## src/hdl/assert_macros.svh

```systemverilog
// Assertion macros shared by the error history stack RTL
`ifndef ASSERT_MACROS_SVH
`define ASSERT_MACROS_SVH

// Clocked assertion, disabled while reset is asserted
`define ASSERT_CLK(lbl, prop, msg) \
  lbl: assert property (@(posedge clk_i) disable iff (!rst_ni) prop) else $error(msg);

// Clocked implication, disabled while reset is asserted
`define ASSERT_IMP(lbl, ante, cons, msg) \
  lbl: assert property (@(posedge clk_i) disable iff (!rst_ni) (ante) |-> (cons)) \
    else $error(msg);

`endif

```

## src/hdl/ohes_pkg.sv

```systemverilog
// Types and constants of the overwriting error history stack
package ohes_pkg;

  localparam int unsigned DEPTH  = 16;
  localparam int unsigned CODE_W = 16;
  localparam int unsigned OP_W   = 3;
  localparam int unsigned CNT_W  = $clog2(DEPTH + 1);

  typedef logic [CODE_W-1:0] code_t;
  typedef logic [CNT_W-1:0]  count_t;

  typedef enum logic [OP_W-1:0] {
    OP_PUSH   = 3'd0,
    OP_POP    = 3'd1,
    OP_PEEK   = 3'd2,
    OP_DUMP   = 3'd3,
    OP_READ   = 3'd4,
    OP_CLEAR  = 3'd5,
    OP_STATUS = 3'd6
  } op_e;

  // Cell commands: hold, shift toward the deep end, toward the top, rotate, clear
  typedef enum logic [2:0] {
    CELL_HOLD,
    CELL_SHIFT_DN,
    CELL_SHIFT_UP,
    CELL_ROTATE,
    CELL_CLEAR
  } cell_cmd_e;

  typedef struct packed {
    cell_cmd_e cmd;
    code_t     new_code;
  } chain_ctrl_t;

  typedef enum logic {
    ST_IDLE,
    ST_STREAM
  } state_e;

endpackage

```

## src/hdl/ohes_cell.sv

```systemverilog
// One storage cell of the stack chain
module ohes_cell (
  input  logic                 clk_i,
  input  logic                 rst_ni,
  input  ohes_pkg::cell_cmd_e  cmd_i,
  input  ohes_pkg::code_t      prev_code_i,
  input  logic                 prev_valid_i,
  input  ohes_pkg::code_t      next_code_i,
  input  logic                 next_valid_i,
  output ohes_pkg::code_t      code_o,
  output logic                 valid_o,
  output ohes_pkg::code_t      tap_o
);

  ohes_pkg::code_t code_q, code_d;
  logic            valid_q, valid_d;

  always_comb begin
    code_d  = code_q;
    valid_d = valid_q;
    case (cmd_i)
      ohes_pkg::CELL_HOLD: begin
      end
      ohes_pkg::CELL_SHIFT_DN: begin
        code_d  = prev_code_i;
        valid_d = prev_valid_i;
      end
      ohes_pkg::CELL_SHIFT_UP: begin
        code_d  = next_code_i;
        valid_d = next_valid_i;
      end
      ohes_pkg::CELL_ROTATE: begin
        code_d = prev_code_i;
      end
      ohes_pkg::CELL_CLEAR: begin
        valid_d = 1'b0;
      end
      default: begin
      end
    endcase
  end

  always_ff @(posedge clk_i or negedge rst_ni) begin
    if (!rst_ni) begin
      valid_q <= 1'b0;
    end else begin
      valid_q <= valid_d;
    end
  end

  always_ff @(posedge clk_i) begin
    code_q <= code_d;
  end

  // oldest held entry: valid with nothing valid below it
  assign tap_o   = (valid_q && !next_valid_i) ? code_q : '0;
  assign code_o  = code_q;
  assign valid_o = valid_q;

endmodule

```

## src/hdl/ohes_chain.sv

```systemverilog
// Row of stack cells, newest entry at cell 0
module ohes_chain (
  input  logic                      clk_i,
  input  logic                      rst_ni,
  input  ohes_pkg::chain_ctrl_t     ctrl_i,
  output ohes_pkg::code_t           newest_o,
  output ohes_pkg::code_t           oldest_o,
  output logic [ohes_pkg::DEPTH-1:0] valid_o
);

  ohes_pkg::code_t code_w [ohes_pkg::DEPTH];
  ohes_pkg::code_t tap_w  [ohes_pkg::DEPTH];
  logic [ohes_pkg::DEPTH-1:0] valid_w;
  ohes_pkg::code_t top_feed;

  // push feeds the new code, rotation feeds the oldest back in
  assign top_feed = (ctrl_i.cmd == ohes_pkg::CELL_SHIFT_DN) ? ctrl_i.new_code : oldest_o;

  for (genvar i = 0; i < ohes_pkg::DEPTH; i++) begin : g_cell
    ohes_pkg::code_t prev_code, next_code;
    logic            prev_valid, next_valid;

    if (i == 0) begin : g_first
      assign prev_code  = top_feed;
      assign prev_valid = 1'b1;
    end else begin : g_mid
      assign prev_code  = code_w[i-1];
      assign prev_valid = valid_w[i-1];
    end

    if (i == ohes_pkg::DEPTH - 1) begin : g_last
      assign next_code  = '0;
      assign next_valid = 1'b0;
    end else begin : g_inner
      assign next_code  = code_w[i+1];
      assign next_valid = valid_w[i+1];
    end

    ohes_cell u_cell (
      .clk_i        (clk_i),
      .rst_ni       (rst_ni),
      .cmd_i        (ctrl_i.cmd),
      .prev_code_i  (prev_code),
      .prev_valid_i (prev_valid),
      .next_code_i  (next_code),
      .next_valid_i (next_valid),
      .code_o       (code_w[i]),
      .valid_o      (valid_w[i]),
      .tap_o        (tap_w[i])
    );
  end

  always_comb begin
    oldest_o = '0;
    for (int i = 0; i < ohes_pkg::DEPTH; i++) begin
      oldest_o = oldest_o | tap_w[i];
    end
  end

  assign newest_o = code_w[0];
  assign valid_o  = valid_w;

endmodule

```

## src/hdl/overwriting_error_history_stack_top.sv

```systemverilog
// Top level of the overwriting error history stack
//
//  channel | direction | handshake               | payload
//  in      | in        | in_valid_i / in_ready_o  | op_i, new_code_i
//  out     | out       | out_valid_o / out_ready_i | code_out_o, found_o, last_o, empty_res_o
//
// Push, pop, peek, clear and status complete on the accepting transfer.
// Dump and read of a non-empty stack stream out one result per held code
// (1 to DEPTH), paced by the output register; the chain rotates once per
// emitted code, but dump clears it on the last. On an empty stack they give one result.
// No input transfer is taken while a dump or read is streaming.
// Reset empties the stack; stored codes are not cleared.
// A stalled output holds the chain, the stream and the input.
`include "assert_macros.svh"

module overwriting_error_history_stack_top (
  input  logic        clk_i,
  input  logic        rst_ni,
  input  logic        in_valid_i,
  output logic        in_ready_o,
  input  logic [2:0]  op_i,
  input  logic [15:0] new_code_i,
  output logic        out_valid_o,
  input  logic        out_ready_i,
  output logic [15:0] code_out_o,
  output logic        found_o,
  output logic        last_o,
  output logic        empty_res_o
);

  localparam ohes_pkg::count_t Full = ohes_pkg::count_t'(ohes_pkg::DEPTH);
  localparam ohes_pkg::count_t One  = ohes_pkg::count_t'(1);

  ohes_pkg::state_e      state_q, state_d;
  ohes_pkg::count_t      count_q, count_d;
  ohes_pkg::count_t      rem_q, rem_d;
  logic                  dump_q, dump_d;
  ohes_pkg::op_e         op;
  ohes_pkg::chain_ctrl_t ctrl;
  ohes_pkg::code_t       newest, oldest;
  logic [ohes_pkg::DEPTH-1:0] valid;

  logic            out_valid_q;
  ohes_pkg::code_t res_code_q, res_code_d;
  logic            res_found_q, res_found_d;
  logic            res_last_q, res_last_d;
  logic            res_empty_q, res_empty_d;
  logic            load;
  logic            out_free;
  logic            accept;
  logic            push_grow;

  assign op       = ohes_pkg::op_e'(op_i);
  assign out_free = !out_valid_q || out_ready_i;
  assign in_ready_o = (state_q == ohes_pkg::ST_IDLE) && out_free;
  assign accept   = in_valid_i && in_ready_o;
  assign push_grow = accept && (op == ohes_pkg::OP_PUSH) && (count_q != Full);

  always_comb begin
    state_d = state_q;
    case (state_q)
      ohes_pkg::ST_IDLE: begin
        if (accept && (op == ohes_pkg::OP_DUMP || op == ohes_pkg::OP_READ) &&
            count_q != '0) begin
          state_d = ohes_pkg::ST_STREAM;
        end
      end
      ohes_pkg::ST_STREAM: begin
        if (out_free && rem_q == One) begin
          state_d = ohes_pkg::ST_IDLE;
        end
      end
      default: state_d = ohes_pkg::ST_IDLE;
    endcase
  end

  always_comb begin
    ctrl.cmd      = ohes_pkg::CELL_HOLD;
    ctrl.new_code = new_code_i;
    load          = 1'b0;
    res_code_d    = '0;
    res_found_d   = 1'b0;
    res_last_d    = 1'b1;
    res_empty_d   = 1'b1;
    count_d       = count_q;
    rem_d         = rem_q;
    dump_d        = dump_q;
    case (state_q)
      ohes_pkg::ST_IDLE: begin
        if (accept) begin
          case (op)
            ohes_pkg::OP_PUSH: begin
              ctrl.cmd = ohes_pkg::CELL_SHIFT_DN;
              if (count_q != Full) count_d = count_q + One;
            end
            ohes_pkg::OP_POP: begin
              load = 1'b1;
              if (count_q != '0) begin
                ctrl.cmd    = ohes_pkg::CELL_SHIFT_UP;
                res_code_d  = newest;
                res_found_d = 1'b1;
                res_empty_d = (count_q == One);
                count_d     = count_q - One;
              end
            end
            ohes_pkg::OP_PEEK: begin
              load = 1'b1;
              if (count_q != '0) begin
                res_code_d  = newest;
                res_found_d = 1'b1;
                res_empty_d = 1'b0;
              end
            end
            ohes_pkg::OP_DUMP, ohes_pkg::OP_READ: begin
              if (count_q == '0) begin
                load = 1'b1;
              end else begin
                rem_d  = count_q;
                dump_d = (op == ohes_pkg::OP_DUMP);
              end
            end
            ohes_pkg::OP_CLEAR: begin
              ctrl.cmd = ohes_pkg::CELL_CLEAR;
              count_d  = '0;
            end
            ohes_pkg::OP_STATUS: begin
              load        = 1'b1;
              res_empty_d = (count_q == '0);
            end
            default: begin
            end
          endcase
        end
      end
      ohes_pkg::ST_STREAM: begin
        if (out_free) begin
          load        = 1'b1;
          res_code_d  = oldest;
          res_found_d = 1'b1;
          res_last_d  = (rem_q == One);
          res_empty_d = dump_q;
          rem_d       = rem_q - One;
          if (rem_q == One && dump_q) begin
            ctrl.cmd = ohes_pkg::CELL_CLEAR;
            count_d  = '0;
          end else begin
            ctrl.cmd = ohes_pkg::CELL_ROTATE;
          end
        end
      end
      default: begin
      end
    endcase
  end

  ohes_chain u_chain (
    .clk_i    (clk_i),
    .rst_ni   (rst_ni),
    .ctrl_i   (ctrl),
    .newest_o (newest),
    .oldest_o (oldest),
    .valid_o  (valid)
  );

  always_ff @(posedge clk_i or negedge rst_ni) begin
    if (!rst_ni) begin
      state_q     <= ohes_pkg::ST_IDLE;
      count_q     <= '0;
      rem_q       <= '0;
      dump_q      <= 1'b0;
      out_valid_q <= 1'b0;
    end else begin
      state_q <= state_d;
      count_q <= count_d;
      rem_q   <= rem_d;
      dump_q  <= dump_d;
      if (load) begin
        out_valid_q <= 1'b1;
      end else if (out_ready_i) begin
        out_valid_q <= 1'b0;
      end
    end
  end

  always_ff @(posedge clk_i) begin
    if (load) begin
      res_code_q  <= res_code_d;
      res_found_q <= res_found_d;
      res_last_q  <= res_last_d;
      res_empty_q <= res_empty_d;
    end
  end

  assign out_valid_o = out_valid_q;
  assign code_out_o  = res_code_q;
  assign found_o     = res_found_q;
  assign last_o      = res_last_q;
  assign empty_res_o = res_empty_q;

  `ASSERT_CLK(a_count_range, (count_q <= Full), "fill count above depth")
  `ASSERT_CLK(a_valid_count, (ohes_pkg::count_t'($countones(valid)) == count_q), "valid count")
  `ASSERT_IMP(a_stream_rem, (state_q == ohes_pkg::ST_STREAM), (rem_q != '0), "empty stream")
  `ASSERT_IMP(a_not_found_zero, (out_valid_o && !found_o), (code_out_o == '0), "code set")
  `ASSERT_CLK(a_push_count, (push_grow |=> (count_q == $past(count_q) + One)), "push count")

endmodule

```

## config.mk

```make
export PLATFORM = sky130hd
export DESIGN_NAME = overwriting_error_history_stack_top
export DESIGN_NICKNAME = d
export VERILOG_FILES = /design/src/hdl/ohes_pkg.sv /design/src/hdl/ohes_cell.sv /design/src/hdl/ohes_chain.sv /design/src/hdl/overwriting_error_history_stack_top.sv
export VERILOG_INCLUDE_DIRS = /design/src /design/src/hdl
export SDC_FILE = /design/constraint.sdc
export NUM_CORES = 1
export LEC_CHECK = 0
export BUFFER_PORTS_ARGS = -buffer_cell sky130_fd_sc_hd__buf_2
export CORE_MARGIN = 3
export CORE_UTILIZATION = 40
export CTS_CLUSTER_SIZE = 14
export DETAILED_ROUTE_END_ITERATION = 6
export SLEW_MARGIN = 40
export SYNTH_ARGS = -nofsm -noshare
export SYNTH_HDL_FRONTEND = slang
export SYNTH_SLANG_ARGS = --single-unit
```

## constraint.sdc

```tcl
create_clock -name clk_i -period 24 [get_ports clk_i]
set_input_delay 2.4 -clock clk_i [delete_from_list [all_inputs] [get_ports clk_i]]
set_output_delay 2.4 -clock clk_i [all_outputs]
set_load 0.02 [all_outputs]
```

==> results by group, run 1 <==
Critical path
  • FF-to-FF Start: state_q
  • Buffers & Inverters on Critical Path: 2
  • Crit-path slowest cell: nor2b_1
  • CP most frequent cell: buf_2
  • WS Path Type: in -> out
  • CP cell instances: buf_2, nor2b_1, nor2_1, buf_2
  • Worst EP arrival: 3.13 ns
  • CP Launch Type: primary input
  • Worst Setup SP: out_ready_i
  • Critical path's top delay family: simple AND/OR/NAND/NOR gates
  • Critical Path End Type: primary output
  • Required time worst endpoint: 21.60 ns
  • Crit Path Max Fanout: 4
  • CP max stage delay: 0.30 ns

Yosys
  • Post-synth cell types: 57
  • Gate Count Post-Synth: 1522
  • Async SR Flop Fraction: 0.0954
  • Netlist Area Pre-Place: 0.0152 mm2
  • Post-synth net total: 1550
  • Top_reg_cell synth: edfxtp_1
  • Seq cells post-synth: 304
  • Number of flops mapped to enable cells by yosys: 275
  • Syn_area_per_cell: 9.97 um2
  • Synth Warn #: 0
  • Yosys top cell area share: 0.544
  • Part of the Yosys area used for sequential elements: 0.592
  • Area leader, netlist: edfxtp_1
  • Top cells by area, synth: edfxtp_1 54%, nand2_1 18%, dfrtp_1 4.8%

Timing
  • Final worst path period share: 0.230
  • Final min period: 5.53 ns
  • Setup TNS: 0 ns
  • Max Clk Rate: 181 MHz
  • Slew @ Worst Pin: 0.849 ns
  • Final hold vios: 0
  • Skew final: 0.0155 ns
  • Relative slew margins: 0.433
  • Final setup viols: 0
  • RSZ-0062 raised after global routing: no
  • Final Slew Violations: 0
  • PnR worst setup slack: 18.47 ns

Place
  • RD Place Congestion: 0.768
  • Setup WS pre-CTS: 18.32 ns
  • Port-buffer cells: 43
  • Dpl hpwl: 23100 um

Route
  • Via density: 5.55
  • WL/cell: 19.6 um
  • Antenna-violating nets left: 0
  • Via count: 11.4k
  • DRT iter0 DRCs: 1211
  • Drt drc: 0
  • First drt pass iteration count: 5
  • Final wirelength: 40400 um

Final layout
  • Final nets: 1563
  • Fillers: 3429
  • Most frequent cells in the layout: 726 x nand2_1, 275 x edfxtp_1, 78 x a22oi_1
  • Multi-input logic area: 0.00568 mm2
  • Commonest non-fill, non-tap cell in the layout: nand2_1
  • Ant. Diodes: 0
  • Register area: 0.00898 mm2
  • Layout area overhead: 11.2%
  • Layout cells sized above 1: 0.0919

Floorplan
  • Row count: 70
  • I/O pin cnt: 44
  • Die width: 201 um
  • Initial Util: 0.410
  • Core Region: 0.0370 mm2
  • DIE HEIGHT: 201 um
  • Die ar.: 0.0403 mm2

Global route
  • Grt total ovfl: 0
  • Pin count of the biggest net entering global routing: 209
  • Global Route Usage Sum: 0.195
  • First-pass GRT wire length: 63000 um
  • Vias in the first global route: 10.8k
  • Antenna violations before repair: 1

Clock tree
  • Clk root buf: clkbuf_16
  • CTS sink count: 304
  • CTS Buf Count: 34
  • Clock slew at reported path FFs: 0.05 ns
  • Buffers inserted by post-CTS timing repair: 0
  • PostCTS Resize Cnt: 0
  • Max H-tree Level: 2
  • CTS tree: built
  • Clock buffer depth: 3
  • Clock latency on the worst-skew pair: 0.51 ns
  • Post-CTS Hold Fix Bufs: 0

Power
  • PD cells: 165 mW/mm2
  • Peak supply drop: 0.0676 mV
  • Leakage: 6.99 nW

Worst hold path
  • Worst hold path type: reg -> reg
  • Min-delay src: u_chain.g_cell[15].u_cell.code_o[0]

Run status
  • Status: finished clean

Job
  • Total of max-cap violations: 0
## synth_stat cells, drive strengths merged (3+ instances only)
master / count
nand2: 728
edfxtp: 275
a22oi: 78
buf: 61
o21ai: 57
clkbuf: 31
a22o: 29
and4: 29
dfrtp: 29
nor2b: 21
a221oi: 20
and2: 19
a2bb2oi: 14
and3b: 14
a21oi: 13
a21o: 10
nand3: 8
nor2: 8
nand2b: 7
and3: 6
inv: 6
a2111oi: 5
a31oi: 5
ha: 5
mux2i: 4
nor3: 4
or2: 4
nor4b: 3
o22ai: 3
or4b: 3
## kinds of logic after synthesis
kind of cell    count (synthesis)  share of synthesized area
compound gates                246                      0.118
xor+xnor                        1                   0.000577
fa+ha+maj                       5                    0.00412
buf+inv                        98                     0.0373
flops                         304                      0.592
mux                             5                    0.00338
simple gates                  863                      0.245
## stage by stage
stage	instances	total power, mW	utilization	area, um2	hold slack, ns
detailed placement	2002	2.28	0.427	15800	0.528
floorplan	1522	2.04	-	15200	0.500
finish	2060	2.78	0.456	16900	0.532
global placement	1999	2.24	0.424	15700	0.517
global route	2060	2.96	0.456	16900	0.571
CTS	2059	2.77	0.455	16900	0.537
## worst reg2reg max path, stage by stage (launching register included)
cell and delay [ns]:
dfrtp_1 0.61, or4b_1 0.96, a21boi_4 0.30, o21ai_4 0.09, buf_6 0.53, buf_12 0.37, buf_16 0.37
## flip-flops by register name, summed over array words and instances, names as in the netlist, 5 cells and up
signal                         cells
code_out_o                        16
count_q                            5
rem_q                              5
u_chain.g_cell.u_cell.code_o     256
u_chain.g_cell.u_cell.valid_o     16
## area by class of cell
cell class	count	area share
clock inverters	11	0.00430
clock buffers	46	0.0568
multi-input cells	1120	0.337
repair buffers	69	0.0315
flip-flops and latches	304	0.532
well taps	504	0.0373
inverters	6	0.00133
## report_power, final
group / internal (mW) / leakage (nW) / switching [mW]
clock network: 0.289 / 0.506 / 0.204
registers: 1.00 / 3.01 / 0.229
logic: 0.363 / 3.47 / 0.695
## layer usage
layer | wire length (um) | track usage | part of all wire | vias up
li1 | - | - | - | 5366
met1 | 18400 | 0.288 | 0.45 | 5592
met4 | 946 | 0.0529 | 0.023 | 0
met3 | 3050 | 0.0306 | 0.076 | 69
met5 | 0 | 0 | 0 | -
met2 | 18000 | 0.299 | 0.45 | 413
## worst paths after layout
check,to,cells after the start,slack (ns)
setup / recovery,in_ready_o,4,18.47
hold / removal,u_chain.g_cell[14].u_cell.code_o[0],2,0.53
setup reg to reg,u_chain.g_cell[5].u_cell.code_o[9],6,20.36
hold reg to reg,u_chain.g_cell[14].u_cell.code_o[0],2,0.53
max in group asynchronous,rem_q[3],1,21.61
min in group asynchronous,u_chain.g_cell[7].u_cell.valid_o,1,1.94
Note: power is estimated with default switching activity, not from simulation.
==> run 2, diff against run 1 <==
Clock period 24 ns to 5 ns, I/O delays scaled along.
==> run 2 against run 1 <==
Compared with the run above:
- sequential share of layout area shrank 0.12 points
- worst setup slack worse by 17 ns
- utilization increased by 0.10 points
- clock power rose to 5.0 times the previous value
- count of clock-buffer cells in the layout rose by 2
- sequential power increased to 4.8 times the previous value
- total power grew to 4.8 times the previous value
- register-to-register slack worse by 19 ns
==> results by group, run 2 (same netlist as run 1, synthesis figures left out) <==
Clock tree
  • Max H-tree Level: 2
  • CTS sink count: 304
  • Clock buffer depth: 3
  • Clock latency on the worst-skew pair: 0.52 ns
  • PostCTS Resize Cnt: 0
  • Clk root buf: clkbuf_16
  • Post-CTS Hold Fix Bufs: 0
  • Buffers inserted by post-CTS timing repair: 0
  • CTS tree: built
  • Clock slew at reported path FFs: 0.06 ns
  • CTS Buf Count: 34

Critical path
  • WS Path Type: reg -> reg
  • Required time worst endpoint: 5.39 ns
  • Buffers & Inverters on Critical Path: 1
  • CP Launch Type: flop
  • Critical path's top delay family: compound AO/OA/AOI/OAI gates
  • Crit Path Max Fanout: 58
  • Critical Path End Type: flop
  • Crit-path slowest cell: or4b_1
  • CP cell instances: or4b_1, a21bo_4, buf_4, o21a_1, a22o_1
  • Worst EP arrival: 3.65 ns
  • CP max stage delay: 0.94 ns

Final layout
  • Final nets: 1570
  • Fillers: 3489
  • Non-filler cells, final: 2070
  • Number of flip-flops in the largest register: 256
  • Util after Layout: 0.457
  • Most frequent cells in the layout: 726 x nand2_1, 275 x edfxtp_1, 78 x a22oi_1
  • Layout area overhead: 11.5%
  • Ant. Diodes: 0
  • Layout cells sized above 1: 0.0971
  • Commonest non-fill, non-tap cell in the layout: nand2_1

Power
  • Leakage: 7.03 nW
  • Peak supply drop: 0.432 mV
  • PD cells: 793 mW/mm2

Timing
  • Skew final: 0.0206 ns
  • Final setup viols: 0
  • Max Clk Rate: 307 MHz
  • Final Slew Violations: 0
  • Final hold vios: 0
  • Final worst path period share: 0.652
  • Final min period: 3.26 ns
  • Slew @ Worst Pin: 0.732 ns
  • RSZ-0062 raised after global routing: no
  • Relative slew margins: 0.512

Floorplan
  • Row count: 70
  • I/O pin cnt: 44
  • Initial Util: 0.410
  • Core Region: 0.0370 mm2
  • DIE HEIGHT: 201 um
  • Die ar.: 0.0403 mm2
  • Die width: 201 um

Global route
  • Grt total ovfl: 0
  • First-pass GRT wire length: 62500 um
  • Global Route Usage Sum: 0.192
  • Pin count of the biggest net entering global routing: 133
  • Antenna violations before repair: 1
  • Vias in the first global route: 10.7k

Place
  • RD Place Congestion: 0.778
  • Dpl hpwl: 23700 um
  • Placed Cells: 2010
  • Port-buffer cells: 43

Route
  • Via count: 11.5k
  • WL/cell: 19.5 um
  • Final wirelength: 40400 um
  • Via density: 5.55
  • Drt drc: 0
  • First drt pass iteration count: 5
  • Antenna-violating nets left: 0
  • DRT iter0 DRCs: 1380

Worst hold path
  • Worst hold path type: in -> async

Run status
  • Status: finished clean

Job
  • Total of max-cap violations: 0
-- run 2: cell count changes in the layout (fill, tap and decap cells not counted) --
cell / previous run / this run
clkinv_1: 6 / 4
clkbuf_1: 9 / 10
clkbuf_8: 0 / 1
nor2b_2: 8 / 6
buf_4: 18 / 27
a21o_2: 0 / 1
clkinv_2: 4 / 6
buf_8: 0 / 1
a21o_1: 10 / 9
buf_16: 4 / 1
nor2b_1: 12 / 15
bufinv_16: 1 / 2
nor2b_4: 1 / 0
-- run 2: final timing paths --
kind	start	endpoint	slack (ns)	depth (start not counted)
min in group clk_i	in_valid_i	out_valid_o	0.26	3
min	rst_ni	u_chain.g_cell[10].u_cell.valid_o	0.02	1
min reg2reg	u_chain.g_cell[15].u_cell.code_o[7]	u_chain.g_cell[14].u_cell.code_o[7]	0.54	2
max	state_q	u_chain.g_cell[0].u_cell.code_o[6]	1.74	5
max reg2reg	state_q	u_chain.g_cell[0].u_cell.code_o[6]	1.74	5
max in group asynchronous	rst_ni	rem_q[2]	4.55	1
-- run 2: metrics by stage --
stage | TNS (ns) | hold slack, ns | area (um2) | setup slack, ns | total power, mW
global route | 0 | 0.0756 | 16900 | 1.57 | 14.3
finish | 0 | 0.0200 | 16900 | 1.74 | 13.4
floorplan | -196.02 | 0.204 | 15200 | -0.766 | 9.29
global placement | 0 | 0.526 | 15800 | 1.57 | 10.7
detailed placement | 0 | 0.532 | 15800 | 1.63 | 10.9
CTS | 0 | 0.0319 | 16900 | 1.77 | 13.4
-- run 2: worst reg2reg max path, delay by kind of cell (launching register included) --
kind | cells | cell delay [ns]
compound gates | 3 | 1.08
simple gates | 1 | 0.94
flops | 1 | 0.60
buf+inv | 1 | 0.52
-- run 2: layout make-up --
cell class | instances | area [um2] | area share
flip-flops and latches | 304 | 8980 | 0.531
multi-input cells | 1120 | 5670 | 0.335
clock buffers | 48 | 977 | 0.0577
well taps | 504 | 631 | 0.0373
repair buffers | 76 | 532 | 0.0314
clock inverters | 12 | 105 | 0.00621
inverters | 6 | 22.5 | 0.00133
-- run 2: routing by layer --
metal,up-vias,GRT usage,part of all wire
met4,0,0.0529,0.021
met3,63,0.0308,0.078
li1,5387,-,-
met2,448,0.294,0.44
met1,5599,0.285,0.46
met5,-,0,0
-- run 2: report_power, final --
| group | total, mW | switching, mW | internal [mW] | leakage (nW) |
|---|---|---|---|---|
| clock | 2.47 | 1.00 | 1.46 | 0.533 |
| combinational | 5.04 | 3.31 | 1.73 | 3.48 |
| sequential | 5.91 | 1.10 | 4.81 | 3.01 |
==> run 3, diff against run 2 <==
Clock period 5 ns to 3.1 ns, I/O delays scaled along.
==> run 3 against run 2 <==
Compared with the run above:
- critical path depth increased by 4
- worst hold slack improved by 0.056 ns
- count of clock-buffer cells in the layout unchanged
- clock power increased by 50%
- total power increased by 62%
- non-clock buffer count increased by 24
- clock skew decreased by 0.0088 ns
- first-iteration DRC count decreased by 6.2%
==> results by group, run 3 (same netlist as run 1, synthesis figures left out) <==
Run status
  • Status: finished clean

Route
  • DRT iter0 DRCs: 1294
  • Antenna-violating nets left: 0
  • Via count: 11.6k
  • First drt pass iteration count: 5
  • WL/cell: 19.6 um
  • Final wirelength: 41100 um
  • Drt drc: 0
  • Via density: 5.54

Final layout
  • Layout area overhead: 12.9%
  • Most frequent cells in the layout: 726 x nand2_1, 275 x edfxtp_1, 78 x a22oi_1
  • Commonest non-fill, non-tap cell in the layout: nand2_1
  • Multi-input logic area: 0.00567 mm2
  • Ant. Diodes: 0
  • Number of flip-flops in the largest register: 256
  • Non-filler cells, final: 2095
  • Register area: 0.00898 mm2
  • Fillers: 3480
  • Util after Layout: 0.463
  • Final nets: 1594
  • Layout cells sized above 1: 0.107

Floorplan
  • Die ar.: 0.0403 mm2
  • Core Region: 0.0370 mm2
  • DIE HEIGHT: 201 um
  • Die width: 201 um
  • Row count: 70
  • Initial Util: 0.410
  • I/O pin cnt: 44

Place
  • Dpl hpwl: 25800 um
  • Placed Cells: 2033
  • Setup WS pre-CTS: 0.443 ns
  • Port-buffer cells: 43
  • RD Place Congestion: 0.801

Power
  • Internal power: 12.9 mW
  • Power share of the clock group: 0.170
  • Part of the power in combinational logic: 0.393
  • Leakage: 7.14 nW
  • Peak supply drop: 0.493 mV
  • Sw Ratio: 0.407
  • Flop pwr share: 0.437
  • PD cells: 1270 mW/mm2
  • Psw: 8.86 mW

Worst hold path
  • Worst hold path type: in -> reg
  • Min-delay src: in_valid_i
  • Hold Crit Endpoint: out_valid_o
  • Worst Hold Depth: 3

Clock tree
  • Clk root buf: clkbuf_16
  • CTS sink count: 304
  • PostCTS Resize Cnt: 0
  • Clock slew at reported path FFs: 0.06 ns
  • Buffers inserted by post-CTS timing repair: 0
  • Clock latency on the worst-skew pair: 0.52 ns
  • CTS Buf Count: 34
  • Clock buffer depth: 3
  • Max H-tree Level: 2
  • CTS tree: built

Critical path
  • CP max stage delay: 0.55 ns
  • CP cell instances: inv_1, ha_1, nor4b_2, nand2_1, a21boi_4, buf_12, buf_4, nand2_1, o21ai_1
  • WS Path Type: reg -> reg
  • Crit-path slowest cell: buf_4
  • Worst r2r dst: u_chain.g_cell[0].u_cell.code_o[4]
  • FF-to-FF Start: rem_q[1]
  • Required time worst endpoint: 3.47 ns
  • CP Launch Type: flop
  • Flop-to-flop setup slack: 0.43 ns
  • Critical path's top delay family: buffers and inverters
  • Worst r2r path cells: 9
  • Critical Path End Type: flop
  • CP most frequent cell: nand2_1
  • Buffers & Inverters on Critical Path: 3
  • Worst EP arrival: 3.04 ns
  • Crit Path Max Fanout: 77

Global route
  • Pin count of the biggest net entering global routing: 84
  • Vias in the first global route: 11.0k
  • GR Layer Usage met2: 0.309
  • Grt total ovfl: 0
  • Global Route met1 Usage: 0.289
  • Antenna violations before repair: 0
  • Global Route Usage Sum: 0.198
  • GR peak layer: met2
  • Global routing usage on met3: 0.0305
  • First-pass GRT wire length: 64200 um

Timing
  • RSZ-0062 raised after global routing: no
  • Final worst path period share: 0.863
  • Max Clk Rate: 374 MHz
  • Final min period: 2.67 ns
  • Setup TNS: 0 ns
  • Slew @ Worst Pin: 0.803 ns
  • Final setup viols: 0
  • Final Slew Violations: 0
  • Skew final: 0.0118 ns
  • Final hold vios: 0
  • Relative slew margins: 0.464
  • PnR worst setup slack: 0.425 ns

Job
  • Total of max-cap violations: 0
run 3: worst max-delay path by stage:
stage,cells past startpoint,endpoint,slack [ns],from
floorplan,3,u_chain.g_cell[0].u_cell.code_o[0],-2.56,state_q
global placement,9,u_chain.g_cell[0].u_cell.code_o[4],0.54,rem_q[1]
detailed placement,9,u_chain.g_cell[0].u_cell.code_o[10],0.44,rem_q[1]
CTS,9,u_chain.g_cell[0].u_cell.code_o[4],0.42,rem_q[1]
global route,9,u_chain.g_cell[0].u_cell.code_o[2],0.20,rem_q[1]
finish,9,u_chain.g_cell[0].u_cell.code_o[4],0.43,rem_q[1]
run 3: through the flow:
stage / hold slack (ns) / cell area [um2] / power [mW]
after global placement: 0.388 / 16100 / 17.8
after global routing: 0.0838 / 17100 / 23.2
final: 0.0763 / 17100 / 21.8
after CTS: 0.0613 / 17100 / 21.8
after floorplan: 0.0144 / 15200 / 15.0
after detailed placement: 0.393 / 16100 / 18.0
run 3: final cells by class:
cell class / count / area share
clock inverter: 13 / 0.00460
multi-input combinational: 1120 / 0.331
sequential: 304 / 0.524
clock buffer: 48 / 0.0533
inverter: 6 / 0.00131
tap: 504 / 0.0368
timing repair buffer: 100 / 0.0493
run 3: layer usage:
layer,wire length (um),share of wire
met1,18500,0.45
met3,3180,0.077
met5,0,0
met4,1020,0.025
met2,18400,0.45
run 3: power groups by stage:
stage	Clock [mW]	Combinational [mW]	Sequential [mW]
6_report	3.70	8.57	9.52
5_1_grt	3.93	9.50	9.79
4_1_cts	3.78	8.52	9.47
3_5_place_dp	0	8.50	9.53
3_3_place_gp	0	8.33	9.50
2_1_floorplan	0	5.73	9.26
run 3: repair_timing:
item	CTS	global route
setup endpoints to repair	0	0
hold buffers	1	0
endpoints found under the hold margin	29	0
run 3: worst reg2reg max path: stages (launching register included):
cell	delay, ns
dfrtp_1	0.37
inv_1	0.09
ha_1	0.15
nor4b_2	0.31
nand2_1	0.21
a21boi_4	0.26
buf_12	0.32
buf_4	0.58
nand2_1	0.14
o21ai_1	0.10
